**config.mk**
```make
export PLATFORM = sky130hd
export DESIGN_NAME = radix_integer_parser_flat
export DESIGN_NICKNAME = d
export VERILOG_FILES = /design/src/hdl/radp_pkg.sv /design/src/hdl/radp_ifs.sv /design/src/hdl/radix_integer_parser.sv /design/src/flat_wrapper.sv
export SDC_FILE = /design/constraint.sdc
export NUM_CORES = 2
export LEC_CHECK = 0
export ABC_CLOCK_PERIOD_IN_PS = 7300
export BUFFER_PORTS_ARGS = -buffer_cell sky130_fd_sc_hd__clkbuf_2
export CAP_MARGIN = 5
export CORE_ASPECT_RATIO = 0.8
export CORE_UTILIZATION = 30
export CTS_BUF_LIST = sky130_fd_sc_hd__clkbuf_4
export DETAILED_ROUTE_END_ITERATION = 6
export HOLD_SLACK_MARGIN = 0.08
export SLEW_MARGIN = 10
export SYNTH_ARGS = -nofsm -noshare
export SYNTH_HDL_FRONTEND = slang
export SYNTH_SLANG_ARGS = --single-unit
```
**constraint.sdc**
```tcl
create_clock -name clk -period 7.3 [get_ports clk]
set_clock_uncertainty 0.15 [all_clocks]
set_input_delay 1.46 -clock clk [delete_from_list [all_inputs] [get_ports clk]]
set_output_delay 1.46 -clock clk [all_outputs]
set_load 0.01 [all_outputs]
```
**src/hdl/radp_pkg.sv**
```systemverilog
// shared widths, register indexes, character codes and digit decode for the radix parser
`default_nettype none
package radp_pkg;

	localparam int CH_W     = 8;
	localparam int VALUE_W  = 64;
	localparam int OFFS_W   = 16;
	localparam int BASE_W   = 6;
	localparam int DIGIT_W  = 7;
	localparam int CFG_IDX_W  = 1;
	localparam int CFG_DATA_W = 6;

	// configuration register indexes
	localparam logic [CFG_IDX_W-1:0] REG_RADIX  = 1'd0;
	localparam logic [CFG_IDX_W-1:0] REG_SIGNED = 1'd1;

	// end offset saturation point
	localparam logic [OFFS_W-1:0] OFFS_CAP = 16'hFFFF;

	// character codes
	localparam logic [CH_W-1:0] CH_ZERO  = 8'h30;
	localparam logic [CH_W-1:0] CH_NINE  = 8'h39;
	localparam logic [CH_W-1:0] CH_A_LO  = 8'h61;
	localparam logic [CH_W-1:0] CH_F_LO  = 8'h66;
	localparam logic [CH_W-1:0] CH_A_UP  = 8'h41;
	localparam logic [CH_W-1:0] CH_F_UP  = 8'h46;
	localparam logic [CH_W-1:0] CH_X_LO  = 8'h78;
	localparam logic [CH_W-1:0] CH_X_UP  = 8'h58;
	localparam logic [CH_W-1:0] CH_PLUS  = 8'h2B;
	localparam logic [CH_W-1:0] CH_MINUS = 8'h2D;

	localparam logic [DIGIT_W-1:0] NO_DIGIT = 7'd64;

	// digit value of a character, NO_DIGIT when it is not 0-9, a-f, A-F
	function automatic logic [DIGIT_W-1:0] digit_of(input logic [CH_W-1:0] c);
		logic [CH_W-1:0] t;
		t = {1'b0, NO_DIGIT};
		if (c >= CH_ZERO && c <= CH_NINE) begin
			t = c - CH_ZERO;
		end else if (c >= CH_A_LO && c <= CH_F_LO) begin
			t = c - CH_A_LO + 8'd10;
		end else if (c >= CH_A_UP && c <= CH_F_UP) begin
			t = c - CH_A_UP + 8'd10;
		end
		return t[DIGIT_W-1:0];
	endfunction

endpackage
`default_nettype wire

```
**src/hdl/radp_ifs.sv**
```systemverilog
// valid/ready channel interfaces for the radix parser: characters, results, register writes
`default_nettype none
interface radp_in_if;
	logic                        valid;
	logic                        ready;
	logic [radp_pkg::CH_W-1:0]   ch;
	logic                        start_req;

	modport source (output valid, ch, start_req, input ready);
	modport sink (input valid, ch, start_req, output ready);
endinterface

interface radp_out_if;
	logic                          valid;
	logic                          ready;
	logic [radp_pkg::VALUE_W-1:0]  value;
	logic                          ended;
	logic [radp_pkg::OFFS_W-1:0]   end_offset;
	logic [radp_pkg::BASE_W-1:0]   base_in_use;

	modport source (output valid, value, ended, end_offset, base_in_use, input ready);
	modport sink (input valid, value, ended, end_offset, base_in_use, output ready);
endinterface

interface radp_cfg_if;
	logic                            valid;
	logic                            ready;
	logic [radp_pkg::CFG_IDX_W-1:0]  index;
	logic [radp_pkg::CFG_DATA_W-1:0] data;

	modport source (output valid, index, data, input ready);
	modport sink (input valid, index, data, output ready);
endinterface
`default_nettype wire

```
**src/hdl/radix_integer_parser.sv**
```systemverilog
// radix_integer_parser: streaming string to 64-bit integer converter
//
// channels: "in" carries one character per transfer plus start_req, which
// marks the first character of a new string. "out" carries one result per
// input transfer: the value so far (negated after a minus sign), ended,
// the end offset (characters consumed, saturating) and the base in use.
// "cfg" writes radix (index 0, 0 = detect from prefix) and signed_mode
// (index 1); write only while the block is idle.
// path: a character taken is registered in the input register, and its
// result is registered in the result register and shown on "out" from then on.
// throughput: one character per cycle while "out" does not stall; the loop
// that sets it is the accumulator update acc*base+digit (64 by 6 bit
// multiply plus add) that feeds the next character through acc_q.
// stall: the result register holds while out.ready is low; the input
// register takes one more character, then in.ready drops.
// reset: arst_n empties both stages and sets radix 0, unsigned mode, parser
// idle with value 0; an item without start_req while idle reports ended.
`default_nettype none
module radix_integer_parser (
	input  wire         clk,
	input  wire         arst_n,
	radp_in_if.sink     in,
	radp_out_if.source  out,
	radp_cfg_if.sink    cfg
);

	// parser phases
	localparam logic [2:0] PH_IDLE      = 3'd0;
	localparam logic [2:0] PH_PREFIX    = 3'd1;
	localparam logic [2:0] PH_ZERO_AUTO = 3'd2;
	localparam logic [2:0] PH_ZERO_X    = 3'd3;
	localparam logic [2:0] PH_ZERO_HEX  = 3'd4;
	localparam logic [2:0] PH_DIGITS    = 3'd5;
	localparam logic [2:0] PH_DONE      = 3'd6;

	localparam logic [radp_pkg::BASE_W-1:0] BASE_8  = 6'd8;
	localparam logic [radp_pkg::BASE_W-1:0] BASE_10 = 6'd10;
	localparam logic [radp_pkg::BASE_W-1:0] BASE_16 = 6'd16;

	// configuration registers
	logic [radp_pkg::BASE_W-1:0]  radix_q;
	logic                         signed_q;

	// input register stage
	logic                         v_s1;
	logic [radp_pkg::CH_W-1:0]    ch_s1;
	logic                         start_s1;

	// parser state
	logic [2:0]                   phase_q;
	logic [radp_pkg::VALUE_W-1:0] acc_q;
	logic [radp_pkg::BASE_W-1:0]  base_q;
	logic                         neg_q;
	logic [radp_pkg::OFFS_W-1:0]  cons_q;

	// result register stage, value kept before negation
	logic                         v_s2;
	logic [radp_pkg::VALUE_W-1:0] acc_s2;
	logic                         neg_s2;
	logic                         ended_s2;
	logic [radp_pkg::OFFS_W-1:0]  cons_s2;
	logic [radp_pkg::BASE_W-1:0]  base_s2;

	logic adv;

	// next state logic
	logic [2:0]                   ph_w, ph_n;
	logic [radp_pkg::VALUE_W-1:0] acc_w, acc_n;
	logic [radp_pkg::BASE_W-1:0]  base_w, base_n;
	logic                         neg_n;
	logic [radp_pkg::OFFS_W-1:0]  cons_w, cons_n, cons_b1, cons_b2;
	logic                         work;
	logic                         is_x;
	logic [radp_pkg::DIGIT_W-1:0] dig;
	logic                         tk_en;
	logic [radp_pkg::BASE_W-1:0]  tk_base;
	logic [radp_pkg::VALUE_W+radp_pkg::BASE_W-1:0] prod;

	// the second stage moves when the result register is free or being taken
	assign adv      = v_s1 && (!v_s2 || out.ready);
	assign in.ready = !v_s1 || adv;
	assign cfg.ready = 1'b1;

	assign out.valid       = v_s2;
	assign out.value       = neg_s2 ? (radp_pkg::VALUE_W'(0) - acc_s2) : acc_s2;
	assign out.ended       = ended_s2;
	assign out.end_offset  = cons_s2;
	assign out.base_in_use = base_s2;

	assign dig  = radp_pkg::digit_of(ch_s1);
	assign is_x = (ch_s1 == radp_pkg::CH_X_LO) || (ch_s1 == radp_pkg::CH_X_UP);

	// saturating single and double count bumps from the working count
	assign cons_b1 = (cons_w < radp_pkg::OFFS_CAP) ? cons_w + 16'd1 : cons_w;
	assign cons_b2 = (cons_b1 < radp_pkg::OFFS_CAP) ? cons_b1 + 16'd1 : cons_b1;

	// one shared multiply for every digit accepted through tk_en; the digit is added below
	assign prod = {{radp_pkg::BASE_W{1'b0}}, acc_w} * {{radp_pkg::VALUE_W{1'b0}}, tk_base};

	always_comb begin
		// a start character clears the state before the phase logic
		ph_w   = start_s1 ? PH_PREFIX : phase_q;
		acc_w  = start_s1 ? '0 : acc_q;
		base_w = start_s1 ? '0 : base_q;
		neg_n  = start_s1 ? 1'b0 : neg_q;
		cons_w = start_s1 ? '0 : cons_q;
		work   = 1'b1;
		tk_en   = 1'b0;
		tk_base = base_w;

		if (start_s1) begin
			if (signed_q && (ch_s1 == radp_pkg::CH_PLUS || ch_s1 == radp_pkg::CH_MINUS)) begin
				neg_n = (ch_s1 == radp_pkg::CH_MINUS);
				work  = 1'b0;
			end
		end else if (phase_q == PH_IDLE || phase_q == PH_DONE) begin
			work = 1'b0;
		end

		ph_n   = ph_w;
		acc_n  = acc_w;
		base_n = base_w;
		cons_n = (start_s1 && !work) ? cons_b1 : cons_w;

		if (work) begin
			unique case (ph_w)
				PH_PREFIX: begin
					if (radix_q == '0) begin
						if (ch_s1 == radp_pkg::CH_ZERO) begin
							cons_n = cons_b1;
							ph_n   = PH_ZERO_AUTO;
						end else begin
							tk_en   = 1'b1;
							tk_base = BASE_10;
						end
					end else if (radix_q == BASE_16 && ch_s1 == radp_pkg::CH_ZERO) begin
						base_n = BASE_16;
						cons_n = cons_b1;
						ph_n   = PH_ZERO_HEX;
					end else begin
						tk_en   = 1'b1;
						tk_base = radix_q;
					end
				end
				PH_ZERO_AUTO: begin
					if (is_x) begin
						ph_n = PH_ZERO_X;
					end else begin
						tk_en   = 1'b1;
						tk_base = BASE_8;
					end
				end
				PH_ZERO_X: begin
					if (dig < 7'd16) begin
						base_n = BASE_16;
						cons_n = cons_b2;
						acc_n  = {{(radp_pkg::VALUE_W-radp_pkg::DIGIT_W){1'b0}}, dig};
						ph_n   = PH_DIGITS;
					end else begin
						// "0x" without a hex digit: octal zero, x not consumed
						base_n = BASE_8;
						ph_n   = PH_DONE;
					end
				end
				PH_ZERO_HEX: begin
					if (is_x) begin
						cons_n = cons_b1;
						ph_n   = PH_DIGITS;
					end else begin
						tk_en = 1'b1;
					end
				end
				default: begin
					tk_en = 1'b1;
				end
			endcase

			// digit accept: below the base continues, anything else ends
			if (tk_en) begin
				base_n = tk_base;
				if (dig < {1'b0, tk_base}) begin
					acc_n  = prod[radp_pkg::VALUE_W-1:0]
						+ {{(radp_pkg::VALUE_W-radp_pkg::DIGIT_W){1'b0}}, dig};
					cons_n = cons_b1;
					ph_n   = PH_DIGITS;
				end else begin
					ph_n = PH_DONE;
				end
			end
		end
	end

	// configuration writes
	always_ff @(posedge clk or negedge arst_n) begin
		if (!arst_n) begin
			radix_q  <= '0;
			signed_q <= 1'b0;
		end else if (cfg.valid && cfg.ready) begin
			unique case (cfg.index)
				radp_pkg::REG_RADIX:  radix_q  <= cfg.data[radp_pkg::BASE_W-1:0];
				radp_pkg::REG_SIGNED: signed_q <= cfg.data[0];
				default: ;
			endcase
		end
	end

	// input register stage
	always_ff @(posedge clk or negedge arst_n) begin
		if (!arst_n) begin
			v_s1 <= 1'b0;
		end else if (in.ready) begin
			v_s1 <= in.valid;
		end
	end

	always_ff @(posedge clk) begin
		if (in.ready && in.valid) begin
			ch_s1    <= in.ch;
			start_s1 <= in.start_req;
		end
	end

	// parser state, updated once per transfer into the result stage
	always_ff @(posedge clk or negedge arst_n) begin
		if (!arst_n) begin
			phase_q <= PH_IDLE;
			acc_q   <= '0;
			base_q  <= '0;
			neg_q   <= 1'b0;
			cons_q  <= '0;
		end else if (adv) begin
			phase_q <= ph_n;
			acc_q   <= acc_n;
			base_q  <= base_n;
			neg_q   <= neg_n;
			cons_q  <= cons_n;
		end
	end

	// result register stage
	always_ff @(posedge clk or negedge arst_n) begin
		if (!arst_n) begin
			v_s2 <= 1'b0;
		end else if (adv) begin
			v_s2 <= 1'b1;
		end else if (out.ready) begin
			v_s2 <= 1'b0;
		end
	end

	always_ff @(posedge clk) begin
		if (adv) begin
			acc_s2   <= acc_n;
			neg_s2   <= neg_n;
			ended_s2 <= (ph_n == PH_DONE) || (ph_n == PH_IDLE);
			cons_s2  <= cons_n;
			base_s2  <= base_n;
		end
	end

endmodule
`default_nettype wire

```
**src/flat_wrapper.sv**
```systemverilog
// flat-port wrapper written by rule: the top's interface ports become plain ports
module radix_integer_parser_flat 
  (clk, arst_n, in_valid, in_ch, in_start_req, in_ready, out_valid, out_value, out_ended, out_end_offset, out_base_in_use, out_ready, cfg_valid, cfg_index, cfg_data, cfg_ready);
  radp_in_if in_i ();
  radp_out_if out_i ();
  radp_cfg_if cfg_i ();
  input  wire clk;
  input  wire arst_n;
  input wire logic [$bits(in_i.valid)-1:0] in_valid;
  input wire logic [$bits(in_i.ch)-1:0] in_ch;
  input wire logic [$bits(in_i.start_req)-1:0] in_start_req;
  output wire logic [$bits(in_i.ready)-1:0] in_ready;
  output wire logic [$bits(out_i.valid)-1:0] out_valid;
  output wire logic [$bits(out_i.value)-1:0] out_value;
  output wire logic [$bits(out_i.ended)-1:0] out_ended;
  output wire logic [$bits(out_i.end_offset)-1:0] out_end_offset;
  output wire logic [$bits(out_i.base_in_use)-1:0] out_base_in_use;
  input wire logic [$bits(out_i.ready)-1:0] out_ready;
  input wire logic [$bits(cfg_i.valid)-1:0] cfg_valid;
  input wire logic [$bits(cfg_i.index)-1:0] cfg_index;
  input wire logic [$bits(cfg_i.data)-1:0] cfg_data;
  output wire logic [$bits(cfg_i.ready)-1:0] cfg_ready;
  assign in_i.valid = in_valid;
  assign in_i.ch = in_ch;
  assign in_i.start_req = in_start_req;
  assign in_ready = in_i.ready;
  assign out_valid = out_i.valid;
  assign out_value = out_i.value;
  assign out_ended = out_i.ended;
  assign out_end_offset = out_i.end_offset;
  assign out_base_in_use = out_i.base_in_use;
  assign out_i.ready = out_ready;
  assign cfg_i.valid = cfg_valid;
  assign cfg_i.index = cfg_index;
  assign cfg_i.data = cfg_data;
  assign cfg_ready = cfg_i.ready;
  radix_integer_parser u_core (.clk(clk), .arst_n(arst_n), .in(in_i), .out(out_i), .cfg(cfg_i));
endmodule
```
==> summary.txt <==
Outcome
  • Status: finished with violations
  • Violated checks: design-rule violations

Worst hold path
  • Hold path cells: 2
  • Hold/Removal Path Class: reg2reg

Yosys
  • Asr flop ratio synth: 50.5%
  • Distinct cells, synth: 88
  • Syn. warnings: 0
  • Mapped Cells: 2561
  • Synth Cell Area: 22800 um^2
  • Syn avg cell area: slightly below 9 um^2
  • Syn nets: 2967
  • Ys flop type: dfrtp_1
  • FF+latch count, synth: roughly 200
  • EDFF count, synth: 97
  • Sequential area share after synthesis: a little under a quarter

Finish
  • # fillers: about 7.8k
  • Nets: 3182
  • Share of layout cells above drive strength 1: 18.1%
  • Core Util, Final: 35.4%
  • Area grow syn2layout: 16.8%
  • Final instance area: 26600 um^2

Clock network
  • Worst skew pair latency: between 800 and 900 ps
  • TritonCTS clock tree: built
  • Htree depth: 4
  • Sinks on Clock Net: a little under 200
  • Post-CTS Hold Buffers: 0
  • CTS clk-pin slew, worst paths: 210 ps
  • Clock Path Buffers: 2
  • CTS buffer count: 17
  • Clk root buf: clkbuf_4

Critical path
  • Worst setup SP type: register
  • Crit end category: register
  • Worst Path Arrival: 7450 ps
  • CP max FO: 13
  • Critical Path Max Stage Delay: 530 ps
  • CP dominant cell by count: buf_4
  • CP required: 7720 ps
  • Critical path's slowest cell: edfxtp_1
  • Register-to-Register Path Depth: 31
  • CP Class: reg2reg

Detailed routing
  • Per-cell routed wire length: 18.7 um
  • DR pass1 iterations: 7
  • WL final: between 70000 and 80000 um
  • Residual DRC count: 1
  • Via count: 20.0k
  • Drt via density: 5.25
  • DRT iter0 DRCs: 1673
  • DRT antenna net count: 0

Timing
  • Max-slew headroom: between 30 and 40%
  • Max-slew violations: 0
  • Min Hold Slack: between 300 and 400 ps
  • FMAX: 142 MHz
  • Worst-Margin Slew: around 1000 ps
  • Fin crit period: ~7000 ps
  • Final period util: about 96%
  • Hold Vio Cnt, Final: 0
  • Final setup TNS: 0 ps
  • # setup viols final: 0

Die
  • Die H: 249 um
  • Site Rows: 90
  • Number of top-level pins: ~110
  • Initial core utilization: a little over 30%
  • Die X: 310 um
  • Die ar.: 77100 um^2
  • Core area: about 75000 um^2

Power and ir drop
  • PD cells: 118 nW/um^2
  • Final total power: 3.15 mW
  • Worst VDD drop: 137 uV
  • LEAKAGE: 12.2 nW

Flow run
  • Max-Cap Viols: 0

Global route
  • Largest net degree at the start of global routing: between 80 and 90
  • Vias in the first global route: 20.1k
  • Initial antenna violation count: 1
  • Total track usage: between 10% and 20%
  • Grt total ovfl: 0
  • First-pass GRT wire length: around 110000 um

Placement
  • GPL Wtd Cong: 0.937
  • Cell Area, Placed: 25800 um^2
  • Post-DP HPWL: between 50000 and 60000 um
  • Port Buffer Count: around 110
final timing paths:
check	start	to	slack (ps)
min in group asynchronous	arst_n	u_core.phase_q[1]	560
worst max register to register	u_core.ch_s1[4]	u_core.acc_s2[48]	270
worst min register to register	u_core.acc_q[17]	u_core.acc_q[17]	350
worst min-delay path	u_core.acc_q[17]	u_core.acc_q[17]	350
max in group asynchronous	arst_n	u_core.acc_q[43]	5140
worst max-delay path	u_core.ch_s1[4]	u_core.acc_s2[48]	270
flip-flops by register name, indices dropped and copies added (netlist names), 3 cells and up:
signal / count
u_core.acc_q: 64
u_core.radix_q: 6
u_core.ch_s1: 8
u_core.base_q: 6
u_core.cons_q: 16
u_core.out.base_in_use: 6
u_core.phase_q: 3
u_core.out.end_offset: 16
u_core.acc_s2: 64
critical path: cells and delay by family, from the launching register on:
family | cells | cell delay (ps)
buffers and inverters | 8 | 1270
AND/OR/NAND/NOR | 4 | 340
adder cells (fa/ha/maj) | 6 | 2370
AO/OA/AOI/OAI | 12 | 1930
XOR/XNOR | 1 | 220
flip-flops | 1 | 530
cell usage after synthesis, types with 13 or more instances:
cell      instances  share of area [%]
or3_1            22               0.60
nor2b_1          27               0.74
nor2_1          408                6.7
dfrtp_1          99                 11
mux2_2           38                1.9
o211ai_1         16               0.53
a21oi_1         122                2.7
edfxtp_1         97                 13
xnor2_1         111                4.3
ha_1            144                7.9
o21ai_0         136                3.0
a31oi_1          17               0.47
o21a_1           13               0.43
o31ai_1          26               0.86
and3_1           17               0.47
a21o_1           44                1.4
nand3_1          45               0.99
buf_1            17               0.28
nand4_1          33               0.91
fa_1            241                 21
nand2_1         315                5.2
xor2_1           25               0.96
nand2b_1         22               0.60
clkbuf_1        110                1.8
nor3_1           28               0.61
o22ai_1          62                1.7
inv_1            99                1.6
o21bai_1         23               0.76
stage by stage:
stage	setup WS, ps	cells
2_1_floorplan	5.35	2561
4_1_cts	13.3	3788
3_5_place_dp	-261	3753
6_report	269	3803
3_3_place_gp	-214	3753
5_1_grt	-74.6	3802
where the power goes:
| part | leakage [nW] | internal, mW | switching (mW) |
|---|---|---|---|
| Clock | 0.164 | 0.218 | 0.476 |
| Sequential | 2.31 | 1.25 | 0.0908 |
| Combinational | 9.72 | 0.403 | 0.708 |
| Total | 12.2 | 1.87 | 1.28 |
repair_timing:
item	in CTS	in global routing
endpoints found under the setup margin	21	76
pin swaps	2	28
cloned	0	0
setup buffers	3	13
gates resized for setup	11	86
layer usage:
metal	vias up	GRT usage, %	wire, um
met2	591	28.0	31000
met1	9932	27.4	33800
met4	0	4.45	1190
met5	-	0	0
li1	9379	-	-
met3	59	3.94	5230
cell type report:
type / instances / area [um^2] / area share [%]
multi-input cells: 2132 / 16900 / 63.6
flip-flops and latches: 196 / 5390 / 20.2
repair buffers: 330 / 2340 / 8.80
well taps: 1012 / 1270 / 4.75
inverters: 99 / 377 / 1.41
clock inverters: 15 / 195 / 0.733
clock buffers: 17 / 128 / 0.479
diodes: 2 / 5.00 / 0.0188
cells by family (layout without fill, tap and decap cells):
logic type / Yosys count / after routing / synth area share (%)
AOI/OAI and AO/OA: 569 / 569 / 16.2
xor gates and xnor gates: 137 / 137 / 5.32
adders and majority gates: 385 / 385 / 29.1
buffers and inverters: 233 / 461 / 3.92
DFF: 196 / 196 / 23.6
muxes: 44 / 44 / 2.14
other: 1 / 3 / 0.0164
and+or+nand+nor: 996 / 996 / 19.7
placed cells by master, fill, tap and decap left out, types with 17 or more instances in the layout:
cell type,synthesis,final
nand4_1,33,33
or3_1,22,22
o21ai_0,136,127
nor2_1,408,401
clkbuf_4,0,17
clkbuf_2,0,108
nor2b_1,27,25
o21bai_1,23,22
ha_1,144,138
mux2_2,38,37
dfrtp_1,99,99
nor3_1,28,25
o22ai_1,62,61
nand2b_1,22,21
nand3_1,45,44
inv_1,99,93
a21oi_1,122,111
o31ai_1,26,26
a21o_1,44,44
xor2_1,25,24
xnor2_1,111,110
nand2_1,315,309
buf_4,2,204
fa_1,241,241
edfxtp_1,97,97
Power figures use the tool's default switching activity.
